### src/rtl/point_angle_quicksort_core_macros.svh
// ----------------------------------------------------------------------------
// Point angle quicksort - assertion macros
// Shared concurrent assertion forms, clocked on clk_i and held off in reset.
// ----------------------------------------------------------------------------
`ifndef POINT_ANGLE_QUICKSORT_CORE_MACROS_SVH
`define POINT_ANGLE_QUICKSORT_CORE_MACROS_SVH

// Condition that must hold at every clock edge.
`define PASQ_ASSERT(name, expr, msg) \
  name: assert property (@(posedge clk_i) disable iff (!rst_ni) (expr)) else $error(msg);

// Same-cycle implication.
`define PASQ_ASSERT_IMPL(name, ante, cons, msg) \
  name: assert property (@(posedge clk_i) disable iff (!rst_ni) (ante) |-> (cons)) \
    else $error(msg);

// Next-cycle implication.
`define PASQ_ASSERT_NEXT(name, ante, cons, msg) \
  name: assert property (@(posedge clk_i) disable iff (!rst_ni) (ante) |=> (cons)) \
    else $error(msg);

`endif

### src/rtl/pasq_pkg.sv
// ----------------------------------------------------------------------------
// Point angle quicksort - package
// Request and result payload types shared by the sorter modules.
// ----------------------------------------------------------------------------
package pasq_pkg;

  localparam int KeyW     = 32;
  localparam int TagPortW = 16;

  // One incoming point
  typedef struct packed {
    logic signed [KeyW-1:0]     angle_key;
    logic        [TagPortW-1:0] point_tag;
    logic                       last_point;
  } pasq_in_t;

  // One sorted point
  typedef struct packed {
    logic signed [KeyW-1:0]     sorted_key;
    logic        [TagPortW-1:0] sorted_tag;
    logic                       last_out;
  } pasq_out_t;

  // Sequencer to output stage
  typedef struct packed {
    logic      valid;
    pasq_out_t data;
  } pasq_emit_t;

endpackage

### src/rtl/pasq_store.sv
// ----------------------------------------------------------------------------
// Point angle quicksort - point store
// Key and tag memory, one write port and two registered read ports.
// ----------------------------------------------------------------------------
module pasq_store #(
  parameter int DEPTH = 64,
  parameter int IDX_W = 6,
  parameter int TAG_W = 16
) (
  input  logic                          clk_i,
  input  logic                          we_i,
  input  logic [IDX_W-1:0]              waddr_i,
  input  logic [pasq_pkg::KeyW-1:0]     wkey_i,
  input  logic [TAG_W-1:0]              wtag_i,
  input  logic [IDX_W-1:0]              ra_addr_i,
  input  logic [IDX_W-1:0]              rb_addr_i,
  output logic [pasq_pkg::KeyW-1:0]     ra_key_o,
  output logic [TAG_W-1:0]              ra_tag_o,
  output logic [pasq_pkg::KeyW-1:0]     rb_key_o,
  output logic [TAG_W-1:0]              rb_tag_o
);
  import pasq_pkg::*;

  logic [KeyW-1:0]  key_mem [DEPTH];
  logic [TAG_W-1:0] tag_mem [DEPTH];

  // write port
  always_ff @(posedge clk_i) begin
    if (we_i) begin
      key_mem[waddr_i] <= wkey_i;
      tag_mem[waddr_i] <= wtag_i;
    end
  end

  // two registered read ports, old data on a same-address write
  always_ff @(posedge clk_i) begin
    ra_key_o <= key_mem[ra_addr_i];
    ra_tag_o <= tag_mem[ra_addr_i];
    rb_key_o <= key_mem[rb_addr_i];
    rb_tag_o <= tag_mem[rb_addr_i];
  end

endmodule

### config.mk
export PLATFORM = sky130hd
export DESIGN_NAME = pasq_store
export DESIGN_NICKNAME = d
export VERILOG_FILES = /design/src/rtl/point_angle_quicksort_core_macros.svh /design/src/rtl/pasq_pkg.sv /design/src/rtl/pasq_store.sv
export SDC_FILE = /design/constraint.sdc
export NUM_CORES = 2
export LEC_CHECK = 0
export ABC_AREA = 0
export CAP_MARGIN = 20
export CORE_MARGIN = 2
export CORE_UTILIZATION = 55
export CTS_CLUSTER_SIZE = 10
export DETAILED_ROUTE_END_ITERATION = 10
export DONT_BUFFER_PORTS = 1
export GPL_ROUTABILITY_DRIVEN = 0
export PLACE_DENSITY_LB_ADDON = 0.05
export SLEW_MARGIN = 5
export SYNTH_ARGS = -nofsm -noshare
export SYNTH_HDL_FRONTEND = slang
export SYNTH_SLANG_ARGS = --single-unit
### constraint.sdc
create_clock -name clk_i -period 7.9 [get_ports clk_i]
set_input_delay 0.395 -clock clk_i [delete_from_list [all_inputs] [get_ports clk_i]]
set_output_delay 0.395 -clock clk_i [all_outputs]
set_load 0.005 [all_outputs]
Yosys cells after proc, flatten, opt, wreduce, memory -nomap -nowiden
Memory sizes are Yosys's and may differ from the RTL's. A register that Yosys moved wholly into a read port is not among the register bits.
Cells that the tools add are included.
{"block": "totals", "register_bits": 0, "latch_bits": 0, "ramBits": 3072, "romBits": 0, "input_bits": 68, "wordCells": 4, "n_memories": 2}
{"block": "op_classes", "addsub": 0, "mul": 0, "div_mod_pow": 0, "order_cmp": 0, "n_eq_ne": 0, "shifts": 0, "muxes": 2, "bitwise": 0, "n_reduce_logical": 0}
{"memory": "key_mem", "words": 64, "width": 32, "rd": 2, "rd_clocked_by_memory_dff": 2, "write_ports": 1, "line_no": "pasq_store.sv:24", "text": "logic [KeyW-1:0] key_mem [DEPTH];"}
{"memory": "tag_mem", "words": 64, "width": 16, "rd": 2, "rd_clocked_by_memory_dff": 2, "write_ports": 1, "line_no": "pasq_store.sv:25", "text": "logic [TAG_W-1:0] tag_mem [DEPTH];"}
{"cell": "1-bit two-way mux", "n": 2}

Depth between registers and ports, before layout
{"block": "depth", "word_depth": 2, "ltp_mapped": 11, "depth_no_buf": 5}

Worst setup path before layout
No wires, ideal clock.
{"block": "synth_timing", "path_type": "input to register", "start": "input waddr_i[4]", "end": "memory key_mem[16][0] (enable)", "setup_ns": 0.454, "arrival_time_ns": 3.244, "required_ns": 7.446, "setup_slack_ns": 4.202, "cell_stages": 4, "n_path_buf": 2, "path_cell_list": "clkbuf_1 -> or3b_2 -> clkbuf_1 -> nor2_1"}
{"item": "start, declared", "line_no": "pasq_store.sv:12", "text": "input logic [IDX_W-1:0] waddr_i,"}
{"item": "end, declared", "line_no": "pasq_store.sv:24"}
Straight into the memory's write port.

==> results.yml <==
place:
  placed_area_sq_mm: 0.146
  io_buffers: 0
  dp_hpwl_um: 274000
  dp_cells: 9965
routing:
  wl_um: 520000
  viasPerCell: 7.90
  drt_iter0_drc: 15900
  drc_errors: 0
  wire_per_inst_um: 48.3
  dr.pass1.iters: 8
  num_vias: 85100
  postRouteAntennaNets: 0
synthesis:
  synth-async-reset-ratio: 0
  synth_cells: 6990
  synth_edf_count: 3072
  syn_nets: 7058
  syn_avg_cell_area_sq_um: 20.4
  post_synth_num_cell_types: 57
  synth_seq_area_share: 0.661
  synth_area_sq_mm: 0.142
  ys.warnings.count: 0
  ys_ff_latch: 3168
  synthFlopType: "edfxtp_1"
power:
  p_per_area_mw_per_mm2: 234
  vdd_drop_max_mv: 0.201
  p_total_w: 0.0371
  leakage_nw: 49.6
worst_setup_path:
  worstSetupEndpointType: "flop"
  cp-startpoint: "ra_addr_i[2]"
  reg2regPathDepth: 7
  r2r_end: "ra_key_o[17]"
  worst_setup_path_start_kind: "input pin"
  cp.arrival_ns: 5.31
  r2r_start: "key_mem[28][17]"
  r2r_setup_slack_ns: 5.29
  critPathRequiredTime_ns: 8.72
  cp-endpoint: "ra_key_o[17]"
  crit_fanout: 138
  criticalPathCategory: "in -> reg"
finish:
  layout.nets: 7155
  finalInstanceArea_sq_mm: 0.159
  final_common_cell: "edfxtp_1"
  layout-drive-gt1-share: 0.311
  nFillCells: 17800
  stdcell_count: 10800
  final_cell_mix: "3,072 x edfxtp_1, 1,481 x mux4_2, 371 x clkbuf_16"
  area_delta_synth_final_pct: 11.5
min_path:
  hp-class: "in -> reg"
floorplan:
  start_util: 0.554
  die_x_um: 513
  rows: 186
  die_h_um: 513
  coreArea_sq_mm: 0.257
  ioPinCount: 164
  die-area_sq_mm: 0.263
clock_tree:
  cts_tree: "yes"
  cts_resized: 0
  insertion_delay_ns: 0.92
  numClockSinks: 3168
  clk_pin_slew_ns: 0.06
  htreeDepth: 5
  numCtsBuffers: 366
  root_buffer: "clkbuf_16"
  clockBufferDepth: 4
global_routing:
  grt_pass1_wl_um: 703000
  antenna_found_initial: 36
  grt_pass1_vias: 82400
  overflow: 0
  grt_max_degree: 692
  grt_use_total: 0.395
sta:
  fmax_mhz: 223
  finalSetupViolations: 0
  max_slew_margin: -1.15
  min_period_ns: 4.49
  fin_tns_setup_ns: 0
  slew_violations: 526
  rsz0062_at_grt: "false"
  period_share: 0.568
  fin_worst_skew_ns: 0.0713
  hold_viol: 0
  tightest_slew_ns: 3.23
outcome:
  outcome: "finished, violations left"
  violations: "slew limit"
run:
  maxCapViolations: 0
[cell type report]
type	instances	area, sq um	share of cell area
timing repair buffer	294	3920	0.0247
tap	3384	4230	0.0266
clock inverter	26	267	0.00168
clock buffer	608	10300	0.0645
sequential	3168	94200	0.593
multi-input combinational	3253	46000	0.289
antenna	25	62.6	0.000394
inverter	4	20.0	0.000126
[kinds of logic (layout without fill, tap and decap cells)]
kind of cell / after synthesis / count (layout) / share of synthesized area
AO/OA/AOI/OAI: 846 / 846 / 0.0399
buffers and inverters: 569 / 932 / 0.0208
flip-flops: 3168 / 3168 / 0.661
multiplexers: 1856 / 1856 / 0.261
other: 0 / 25 / 0
AND/OR/NAND/NOR: 551 / 551 / 0.0173
[layer usage]
| layer | global-route usage | vias to the layer above | share of wire |
|---|---|---|---|
| met3 | 0.122 | 1376 | 0.15 |
| met5 | 0 | - | 0.00027 |
| met4 | 0.192 | 20 | 0.058 |
| met1 | 0.547 | 45300 | 0.35 |
| met2 | 0.577 | 7561 | 0.44 |
| li1 | - | 30800 | - |
[power by group]
part	switching (W)	total, W	leakage, nW	internal (W)
logic	0.00165	0.00283	16.2	0.00118
registers	0.000234	0.0188	28.4	0.0186
clock network	0.00666	0.0154	5.03	0.00879
[Yosys cell counts, drive strengths merged, types with 3 or more instances]
cell type  number  area share
mux4         1481        0.23
mux2           53      0.0042
and2            7     0.00031
nor4           34      0.0015
or3b            4     0.00025
o211ai         19      0.0010
o221a           5     0.00040
a221o           8     0.00056
buf           375       0.016
a311o           4     0.00028
or3            11     0.00048
o22ai         275       0.012
a31oi          34      0.0015
nand2         174      0.0046
nor2b          15     0.00066
a2bb2oi        15     0.00092
nor3           29      0.0010
clkbuf        190      0.0051
dfxtp          96       0.013
nand3b          6     0.00032
and3            9     0.00040
a21oi         102      0.0036
a22oi          49      0.0026
a211oi         10     0.00053
o211a           3     0.00021
a21boi          4     0.00021
nor2          206      0.0054
a221oi         90      0.0055
nand3          24     0.00084
o21ai         134      0.0047
mux2i         322       0.023
o221ai         59      0.0036
or2             7     0.00031
o32ai           6     0.00037
o22a           19      0.0012
nand2b         21     0.00092
edfxtp       3072        0.65
[critical path: stages]
cell,delay (ns)
buf_16,0.42
buf_16,0.67
nor2b_4,0.90
buf_4,0.87
a221oi_1,0.17
o21ai_1,0.11
dlygate4sd3_1,0.55
nand2_1,0.05
dlygate4sd3_1,0.56
nor2_1,0.11
[worst min-delay path by stage]
stage | from | end | slack [ns] | depth (start not counted)
global route | ra_addr_i[3] | ra_tag_o[6] | 0.01 | 4
floorplan | wkey_i[0] | key_mem[0][0] | 0.49 | 0
detailed placement | wkey_i[30] | key_mem[24][30] | 0.50 | 0
finish | ra_addr_i[1] | ra_tag_o[3] | 0.04 | 5
global placement | wkey_i[25] | key_mem[61][25] | 0.50 | 0
CTS | rb_addr_i[3] | rb_tag_o[8] | 0.005 | 2
[timing repair]
action,in CTS,in global routing
hold buffers,115,1
hold endpoints to repair,3156,1
buffers inserted,0,0
[state kept, by name, indices dropped and copies added (netlist names)]
name      flops
key_mem    2048
ra_key_o     32
ra_tag_o     16
rb_key_o     32
rb_tag_o     16
tag_mem    1024
[stage by stage]
step,utilization,setup slack (ns),hold WS (ns)
floorplan,-,4.20,0.494
global placement,0.566,4.10,0.497
detailed placement,0.566,4.10,0.496
CTS,0.615,4.93,0.00493
global route,0.618,3.11,0.00954
finish,0.618,3.41,0.0390
No activity file was read; power rests on OpenSTA's default activity.
