===== src/rtl/point_angle_quicksort_core_macros.svh =====
// ----------------------------------------------------------------------------
// Point angle quicksort - assertion macros
// Shared concurrent assertion forms, clocked on clk_i and held off in reset.
// ----------------------------------------------------------------------------
`ifndef POINT_ANGLE_QUICKSORT_CORE_MACROS_SVH
`define POINT_ANGLE_QUICKSORT_CORE_MACROS_SVH

// Condition that must hold at every clock edge.
`define PASQ_ASSERT(name, expr, msg) \
  name: assert property (@(posedge clk_i) disable iff (!rst_ni) (expr)) else $error(msg);

// Same-cycle implication.
`define PASQ_ASSERT_IMPL(name, ante, cons, msg) \
  name: assert property (@(posedge clk_i) disable iff (!rst_ni) (ante) |-> (cons)) \
    else $error(msg);

// Next-cycle implication.
`define PASQ_ASSERT_NEXT(name, ante, cons, msg) \
  name: assert property (@(posedge clk_i) disable iff (!rst_ni) (ante) |=> (cons)) \
    else $error(msg);

`endif


===== src/rtl/pasq_pkg.sv =====
// ----------------------------------------------------------------------------
// Point angle quicksort - package
// Request and result payload types shared by the sorter modules.
// ----------------------------------------------------------------------------
package pasq_pkg;

  localparam int KeyW     = 32;
  localparam int TagPortW = 16;

  // One incoming point
  typedef struct packed {
    logic signed [KeyW-1:0]     angle_key;
    logic        [TagPortW-1:0] point_tag;
    logic                       last_point;
  } pasq_in_t;

  // One sorted point
  typedef struct packed {
    logic signed [KeyW-1:0]     sorted_key;
    logic        [TagPortW-1:0] sorted_tag;
    logic                       last_out;
  } pasq_out_t;

  // Sequencer to output stage
  typedef struct packed {
    logic      valid;
    pasq_out_t data;
  } pasq_emit_t;

endpackage


===== src/rtl/pasq_seq.sv =====
// ----------------------------------------------------------------------------
// Point angle quicksort - sequencer
// Loads a row, runs Lomuto partitions off the range stack with one shared
// key comparator, then streams the sorted row to the output stage.
// ----------------------------------------------------------------------------
`include "point_angle_quicksort_core_macros.svh"

module pasq_seq #(
  parameter int MAX_POINTS = 64,
  parameter int IDX_W      = 6,
  parameter int CNT_W      = 7,
  parameter int TAG_W      = 16
) (
  input  logic                          clk_i,
  input  logic                          rst_ni,
  // request channel
  input  logic                          in_valid_i,
  input  pasq_pkg::pasq_in_t            in_data_i,
  output logic                          in_stall_o,
  // to output stage
  output pasq_pkg::pasq_emit_t          emit_o,
  input  logic                          emit_ready_i,
  // point store
  output logic                          st_we_o,
  output logic [IDX_W-1:0]              st_waddr_o,
  output logic [pasq_pkg::KeyW-1:0]     st_wkey_o,
  output logic [TAG_W-1:0]              st_wtag_o,
  output logic [IDX_W-1:0]              st_ra_addr_o,
  output logic [IDX_W-1:0]              st_rb_addr_o,
  input  logic [pasq_pkg::KeyW-1:0]     st_ra_key_i,
  input  logic [TAG_W-1:0]              st_ra_tag_i,
  input  logic [pasq_pkg::KeyW-1:0]     st_rb_key_i,
  input  logic [TAG_W-1:0]              st_rb_tag_i,
  // range stack
  output logic                          stk_we_o,
  output logic [IDX_W-1:0]              stk_waddr_o,
  output logic [2*IDX_W-1:0]            stk_wdata_o,
  output logic [IDX_W-1:0]              stk_raddr_o,
  input  logic [2*IDX_W-1:0]            stk_rdata_i
);
  import pasq_pkg::*;

  localparam logic [3:0] S_LOAD  = 4'd0;
  localparam logic [3:0] S_START = 4'd1;
  localparam logic [3:0] S_POP   = 4'd2;
  localparam logic [3:0] S_POPW  = 4'd3;
  localparam logic [3:0] S_PIV   = 4'd4;
  localparam logic [3:0] S_RD    = 4'd5;
  localparam logic [3:0] S_CMP   = 4'd6;
  localparam logic [3:0] S_SWAP  = 4'd7;
  localparam logic [3:0] S_FIN1  = 4'd8;
  localparam logic [3:0] S_FIN2  = 4'd9;
  localparam logic [3:0] S_PUSH  = 4'd10;
  localparam logic [3:0] S_ERD   = 4'd11;
  localparam logic [3:0] S_ELD   = 4'd12;

  logic [3:0]       state_q, state_d;
  logic [CNT_W-1:0] count_q, count_d;
  logic [CNT_W-1:0] sp_q, sp_d;
  logic [IDX_W-1:0] lo_q, lo_d;
  logic [IDX_W-1:0] hi_q, hi_d;
  logic [IDX_W-1:0] j_q, j_d;
  logic [IDX_W-1:0] next_q, next_d;
  logic [KeyW-1:0]  pivot_q, pivot_d;

  logic [CNT_W-1:0] cnt_m1;
  logic [CNT_W-1:0] sp_m1;
  logic [IDX_W-1:0] pop_lo, pop_hi;
  logic             key_lt;
  logic             last_elem;

  assign cnt_m1    = count_q - 1'b1;
  assign sp_m1     = sp_q - 1'b1;
  assign pop_lo    = stk_rdata_i[2*IDX_W-1:IDX_W];
  assign pop_hi    = stk_rdata_i[IDX_W-1:0];
  // the shared comparator: scanned key strictly below pivot
  assign key_lt    = $signed(st_ra_key_i) < $signed(pivot_q);
  assign last_elem = (CNT_W'(j_q) == cnt_m1);

  assign in_stall_o = (state_q != S_LOAD);

  // sequencer
  always_comb begin
    state_d  = state_q;
    count_d  = count_q;
    sp_d     = sp_q;
    lo_d     = lo_q;
    hi_d     = hi_q;
    j_d      = j_q;
    next_d   = next_q;
    pivot_d  = pivot_q;

    st_we_o      = 1'b0;
    st_waddr_o   = next_q;
    st_wkey_o    = st_ra_key_i;
    st_wtag_o    = st_ra_tag_i;
    st_ra_addr_o = j_q;
    st_rb_addr_o = next_q;

    stk_we_o     = 1'b0;
    stk_waddr_o  = sp_q[IDX_W-1:0];
    stk_wdata_o  = {lo_q, hi_q};
    stk_raddr_o  = sp_m1[IDX_W-1:0];

    emit_o.valid           = 1'b0;
    emit_o.data.sorted_key = st_ra_key_i;
    emit_o.data.sorted_tag = TagPortW'(st_ra_tag_i);
    emit_o.data.last_out   = last_elem;

    case (state_q)
      S_LOAD: begin
        if (in_valid_i) begin
          // points past a full store are dropped
          if (count_q < CNT_W'(MAX_POINTS)) begin
            st_we_o    = 1'b1;
            st_waddr_o = count_q[IDX_W-1:0];
            st_wkey_o  = in_data_i.angle_key;
            st_wtag_o  = in_data_i.point_tag[TAG_W-1:0];
            count_d    = count_q + 1'b1;
          end
          if (in_data_i.last_point) begin
            state_d = S_START;
          end
        end
      end
      S_START: begin
        j_d = '0;
        if (count_q < CNT_W'(2)) begin
          state_d = S_ERD;
        end else begin
          stk_we_o    = 1'b1;
          stk_waddr_o = '0;
          stk_wdata_o = {IDX_W'(0), cnt_m1[IDX_W-1:0]};
          sp_d        = CNT_W'(1);
          state_d     = S_POP;
        end
      end
      S_POP: begin
        if (sp_q == '0) begin
          j_d     = '0;
          state_d = S_ERD;
        end else begin
          sp_d    = sp_m1;
          state_d = S_POPW;
        end
      end
      S_POPW: begin
        lo_d         = pop_lo;
        hi_d         = pop_hi;
        st_ra_addr_o = pop_hi;
        // degenerate or stale range: skip it
        if ((CNT_W'(pop_hi) >= count_q) || (pop_lo >= pop_hi)) begin
          state_d = S_POP;
        end else begin
          state_d = S_PIV;
        end
      end
      S_PIV: begin
        pivot_d = st_ra_key_i;
        j_d     = lo_q;
        next_d  = lo_q;
        state_d = S_RD;
      end
      S_RD: begin
        // ra reads j, rb reads next
        if (j_q == hi_q) begin
          state_d = S_FIN1;
        end else begin
          state_d = S_CMP;
        end
      end
      S_CMP: begin
        if (key_lt) begin
          // first half of swap: next <- j
          st_we_o    = 1'b1;
          st_waddr_o = next_q;
          state_d    = S_SWAP;
        end else begin
          j_d     = j_q + 1'b1;
          state_d = S_RD;
        end
      end
      S_SWAP: begin
        st_we_o    = 1'b1;
        st_waddr_o = j_q;
        st_wkey_o  = st_rb_key_i;
        st_wtag_o  = st_rb_tag_i;
        next_d     = next_q + 1'b1;
        j_d        = j_q + 1'b1;
        state_d    = S_RD;
      end
      S_FIN1: begin
        // pivot into its slot
        st_we_o    = 1'b1;
        st_waddr_o = next_q;
        state_d    = S_FIN2;
      end
      S_FIN2: begin
        st_we_o    = 1'b1;
        st_waddr_o = hi_q;
        st_wkey_o  = st_rb_key_i;
        st_wtag_o  = st_rb_tag_i;
        // right part first, so the left part is popped first
        if ((CNT_W'(next_q) + 1'b1) < CNT_W'(hi_q)) begin
          stk_we_o    = 1'b1;
          stk_wdata_o = {next_q + 1'b1, hi_q};
          sp_d        = sp_q + 1'b1;
        end
        state_d = S_PUSH;
      end
      S_PUSH: begin
        if (CNT_W'(next_q) > (CNT_W'(lo_q) + 1'b1)) begin
          stk_we_o    = 1'b1;
          stk_wdata_o = {lo_q, next_q - 1'b1};
          sp_d        = sp_q + 1'b1;
        end
        state_d = S_POP;
      end
      S_ERD: begin
        state_d = S_ELD;
      end
      S_ELD: begin
        if (emit_ready_i) begin
          emit_o.valid = 1'b1;
          if (last_elem) begin
            count_d = '0;
            sp_d    = '0;
            state_d = S_LOAD;
          end else begin
            j_d     = j_q + 1'b1;
            state_d = S_ERD;
          end
        end
      end
      default: begin
        state_d = S_LOAD;
      end
    endcase
  end

  // control registers
  always_ff @(posedge clk_i or negedge rst_ni) begin
    if (!rst_ni) begin
      state_q <= S_LOAD;
      count_q <= '0;
      sp_q    <= '0;
    end else begin
      state_q <= state_d;
      count_q <= count_d;
      sp_q    <= sp_d;
    end
  end

  // working indexes and pivot
  always_ff @(posedge clk_i) begin
    lo_q    <= lo_d;
    hi_q    <= hi_d;
    j_q     <= j_d;
    next_q  <= next_d;
    pivot_q <= pivot_d;
  end

  // checks
  `PASQ_ASSERT(a_count_bound, count_q <= CNT_W'(MAX_POINTS), "row count over store depth")
  `PASQ_ASSERT(a_stack_bound, sp_q <= CNT_W'(MAX_POINTS), "range stack overflow")
  `PASQ_ASSERT_IMPL(a_scan_order,
      (state_q == S_RD) || (state_q == S_CMP) || (state_q == S_SWAP),
      (next_q <= j_q) && (j_q <= hi_q) && (lo_q <= next_q), "partition indexes out of order")
  `PASQ_ASSERT_IMPL(a_range_ok, state_q == S_PIV,
      (lo_q < hi_q) && (CNT_W'(hi_q) < count_q), "partition range outside row")
  `PASQ_ASSERT_NEXT(a_last_starts, in_valid_i && !in_stall_o && in_data_i.last_point,
      state_q == S_START, "last point did not start sort")

endmodule

===== config.mk =====
export PLATFORM = sky130hd
export DESIGN_NAME = pasq_seq
export DESIGN_NICKNAME = d
export VERILOG_FILES = /design/src/rtl/pasq_pkg.sv /design/src/rtl/pasq_seq.sv
export VERILOG_INCLUDE_DIRS = /design/src /design/src/rtl
export SDC_FILE = /design/constraint.sdc
export NUM_CORES = 1
export LEC_CHECK = 0
export BUFFER_PORTS_ARGS = -buffer_cell sky130_fd_sc_hd__buf_2
export CAP_MARGIN = 15
export CORE_MARGIN = 2
export CORE_UTILIZATION = 50
export DETAILED_ROUTE_END_ITERATION = 10
export GPL_ROUTABILITY_DRIVEN = 0
export HOLD_SLACK_MARGIN = 0.08
export PLACE_DENSITY_LB_ADDON = 0.25
export SETUP_SLACK_MARGIN = 0.2
export SLEW_MARGIN = 10
export SYNTH_ARGS = -nofsm -noshare
export SYNTH_HDL_FRONTEND = slang
export SYNTH_SLANG_ARGS = --single-unit

===== constraint.sdc =====
create_clock -name clk_i -period 10.6 [get_ports clk_i]
set_input_delay 0.53 -clock clk_i [delete_from_list [all_inputs] [get_ports clk_i]]
set_output_delay 0.53 -clock clk_i [all_outputs]
set_load 0.1 [all_outputs]

# Yosys cells after proc, flatten, opt, wreduce, memory -nomap -nowiden
# Index checks and enable logic that the tools add are counted.
op_classes:
  addsub: 9
  n_lt_le_gt_ge: 7
  n_eq_ne: 26
  muxes: 52
  reduce_logical: 15
ops:
  columns: ["op", "n"]
  rows:
  - ["$mux 32", 2]
  - ["$pmux 32 s2", 1]
  - ["$mux 6", 10]
  - ["$mux 7", 8]
  - ["$pmux 4 s12", 1]
  - ["$pmux 12 s3", 1]
  - ["$pmux 6 s6", 1]
  - ["$pmux 7 s5", 1]
  - ["$lt 32x32->1", 1]
  - ["$mux 16", 2]
  - ["$pmux 16 s2", 1]
  - ["$mux 4", 7]
  - ["$mux 12", 2]
  - ["$ne 2x2->1 const B", 12]
  - ["$eq 4x4->1 const B", 5]
  - ["$pmux 6 s3", 1]
  - ["$eq 4x3->1 const B", 4]
  - ["$add 6x1->7 const B", 2]
  - ["$add 7x1->7 const B", 2]
  - ["$pmux 7 s2", 1]
  - ["$sub 7x1->7 const B", 2]
  - ["$add 6x1->6 const B", 2]
  - ["$pmux 6 s2", 1]
  - ["$reduce_and 5->1", 2]
  - ["other kinds (26)", 37]
word_totals:
  reg_bits: 74
  output_inout_bits: 143
  word_cells: 117

# Logic depth before layout (Yosys ltp)
depth:
  ltp_word: 5
  mapped_depth: 13
  mapped_depth_nobuf: 11

# Least setup slack after synthesis
# No wires, ideal clock.
synth_timing:
  path_kind: "reg-to-output"
  start: "reg next_q[0], in the netlist st_rb_addr_o[0]"
  end: "out stk_wdata_o[10]"
  arrival_ns: 4.996
  setup_slack_ns: 5.074
  path_stages_with_launch: 13
  path_cell_list: "edfxtp_1 > buf_2 > and3_1 > nand3_1 > xor2_1 > inv_1 > ha_1 > a21oi_1 > o21ai_0 > a31o_2 > or2_2 > clkbuf_1 > o21ai_0"
synth_between:
  elab_chain_cells: 4
  word_cells_on_any_way: 5
  classes_between: "add/sub (2); order compare (1); mux (2)"
synth_rtl:
  columns: ["item", "line_no", "rtl"]
  rows:
  - ["start: declaration", "pasq_seq.sv:63", "logic [IDX_W-1:0] next_q, next_d;"]
  - ["start signal: assignment", "pasq_seq.sv:259", "next_q <= next_d;"]
  - ["$add 6x1->7", "pasq_seq.sv:204", "if ((CNT_W'(next_q) + 1'b1) < CNT_W'(hi_q)) begin"]
  - ["$lt 7x6->1", "pasq_seq.sv:204", null]
  - ["$mux 12 *", "pasq_seq.sv:204", null]
  - ["$pmux 12 s3 *", "pasq_seq.sv:110", "case (state_q)"]
  - ["end: declaration", "pasq_seq.sv:37", "output logic [2*IDX_W-1:0] stk_wdata_o,"]
# Mark *: on every way between the ends. The rest lies on a longest branch, timed or not.

# Worst setup path in the final report
layout_timing:
  start: "reg state_q[3]"
  end: "out st_wtag_o[1]"
layout_between:
  elab_chain_cells: 3
  word_cells_on_any_way: 5
  classes_between: "eq/ne (2); mux (1); reduce/logical (2)"
layout_rtl:
  columns: ["item", "line_no", "rtl"]
  rows:
  - ["start: declaration", "pasq_seq.sv:57", "logic [3:0] state_q, state_d;"]
  - ["start signal: assignment", "pasq_seq.sv:248", "state_q <= state_d;"]
  - ["$eq 4x4->1 or $eq 4x3->1 (tied branches)", "pasq_seq.sv:110", null]
  - ["$reduce_or 2->1 (no source line)", null, null]
  - ["$pmux 16 s2 *", "pasq_seq.sv:110", null]
  - ["end: declaration", "pasq_seq.sv:27", "output logic [TAG_W-1:0] st_wtag_o,"]
# Marks and branches as above.

==> results.yml <==
clock_network:
  postCtsSetupBuffers: 0
  clk_path_buf_depth: 2
  cts_inserted_buffers: 9
  htreeDepth: 3
  clk_pin_slew_worst_paths_ns: 0.06
  cts_tree: "built"
  insertion_delay_ns: 0.34
  ctsResizeCount: 0
  hold_buffers: 0
  cts-root-buf: "clkbuf_16"
  cts.sinks: 74
min_path:
  hold_path.class: "in -> async"
synthesis:
  ys_warn_count: 0
  syn-cell-area_um2: 6900
  yosysTopAreaCellShare_pct: 24.4
  ys_seq_area_share_pct: 30.9
  syn_inst: 826
  async_reset_ff_share_pct: 24.3
  synth_edf_count: 56
  yosysTopAreaCell: "edfxtp_1"
  syn-num-nets: 1049
  ys_types: 72
  synth_area_leaders: "edfxtp_1, ha_1, nand2_1"
  synth_seq_cells: 74
  synthFlopType: "edfxtp_1"
  synth.avg_cell_area_um2: 8.36
worst_setup_path:
  path_max_fanout: 50
  critPathLaunch: "state_q[3]$_DFFE_PN0P_"
  cp_slowest_stage_delay_ns: 0.91
  rr_endpoint: "sp_q[0]$_DFFE_PN0P_"
  required_ns: 10.07
  rr_worst_depth: 11
  startpoint_type: "register"
  end_kind: "primary output"
  worstReg2RegStart: "st_rb_addr_o[4]$_DFFE_PP_"
  crit_top_cell: "nand2_1"
  worst-setup-path-type: "reg -> out"
  cpMaxStageDelayCell: "dfrtp_1"
  reg2reg_slack_ns: 7.35
  path_cells: "inv_1, nand4_1, nand2_2, nor2_4, buf_12, nand2_1, nand2_1, buf_2"
  cp.arrival_ns: 4.32
routing:
  drc: 0
  wl_mm: 23.2
  drt-initial-drc-count: 768
  avgRoutedWirePerCell_um: 18.9
  ant_nets: 0
  drtPass1Iterations: 8
  vias_per_cell: 5.74
  vias: 7054
placement:
  port_buffers: 303
  place_inst: 1210
  dpl.hpwl_mm: 18.0
  pre_cts_ws_ns: 5.82
layout:
  layout-drive-gt1-share_pct: 32.9
  nNetsFinal: 1269
  area_delta_synth_final_pct: 21.9
  final_cell_mix: "buf_2, nand2_1, inv_1"
  final_common_cell: "buf_2"
  fin_cells: 1228
global_route:
  antenna_found_initial: 3
  grt_max_degree: 63
  grt_use_total_pct: 30.3
  grt_pass1_wl_mm: 34.3
  grt_pass1_vias: 6185
  gr-total-overflow: 0
floorplanning:
  die_w_um: 121
  core_area_um2: 13300
  die_h_um: 121
  initial_core_util_pct: 51.7
  io_pins: 304
  rows: 42
  die_area_um2: 14800
sta:
  finalSetupViolCount: 0
  setup_slack_ns: 5.75
  fin_skew_ns: 0.00834
  fmax_mhz: 206
  min_period_over_period_pct: 45.8
  period_needed_ns: 4.85
  final_max_slew_viol_count: 0
  relSlewSlack_pct: 28.4
  tns_ns: 0
  rsz0062_at_grt: "false"
  hold_viol_final: 0
  worst_pin_slew_ns: 1.07
run:
  cap_violations: 0
outcome:
  status: "finished, final reports clean"
## critical path: cells and delay by family (launching register included)
| family | cells | cell delay, ns |
|---|---|---|
| buf+inv | 3 | 0.93 |
| flops | 1 | 0.91 |
| simple gates | 5 | 2.11 |
## metal layers
metal  up-vias  track usage (%)  part of all wire (%)  wire length [um]
met4         2             8.05                   2.1               495
met1      3283             43.2                    41              9630
met5         -                0                 0.056                13
met3        38             5.36                   9.6              2230
li1       3331                -                     -                 -
met2       400             47.6                    47             10900
## flip-flops by register name, summed over array words and instances (netlist names)
| signal | cells |
|---|---|
| pivot_q | 32 |
| lo_q | 6 |
| j_q | 6 |
| sp_q | 7 |
| count_q | 7 |
| hi_q | 6 |
| state_q | 4 |
| st_rb_addr_o | 6 |
## stage by stage
stage          hold WS, ns  utilization, %  area [um^2]
2_1_floorplan        0.234               -         6900
3_3_place_gp         0.490            60.7         8100
3_5_place_dp         0.491            60.7         8100
4_1_cts              0.137            62.8         8390
5_1_grt              0.158            63.0         8410
6_report             0.128            63.0         8410
## worst max path at each step
stage	endpoint	slack [ns]	cells past startpoint
CTS	st_wtag_o[1]	5.46	7
detailed placement	st_wtag_o[1]	5.82	7
global placement	st_wtag_o[1]	5.84	7
global route	st_wtag_o[1]	5.41	8
floorplan	stk_wdata_o[10]	5.07	12
finish	st_wtag_o[1]	5.75	8
## cell type report
class	count	area, um^2
sequential	74	2130
clock inverter	6	57.6
fill	1241	4940
clock buffer	10	229
tap	176	220
multi-input combinational	585	3950
timing repair buffer	307	1560
antenna	1	2.50
inverter	69	259
## synthesized netlist by cell type, drive strengths merged (3+ instances only)
cell type	n
xnor2	23
or3	3
nor3	13
clkbuf	35
nor2b	6
edfxtp	56
xor2	18
nand2b	8
nand2	153
a221oi	5
o31ai	4
nor4	3
a21oi	20
nor2	31
a31oi	14
o22ai	10
a222oi	4
ha	62
a22o	5
o21bai	3
o21ai	32
buf	63
inv	68
nand3	27
nand4	7
a21o	16
a22oi	53
and2	9
dfrtp	18
and3	7
o311ai	3
a32oi	3
mux2	7
o21a	3
## cell families after synthesis
kind of cell               Yosys count  synth area share, %
AOI/OAI and AO/OA                  197                 20.2
xor gates and xnor gates            42                 5.53
adders and majority gates           62                 11.2
buffers and inverters              167                 12.2
DFF                                 74                 30.9
muxes                                9                 1.49
and+or+nand+nor                    275                 18.4
Power is left out: the tool's default activity adds up to more than one toggle a clock period on the data nets, which glitch-free logic cannot reach.
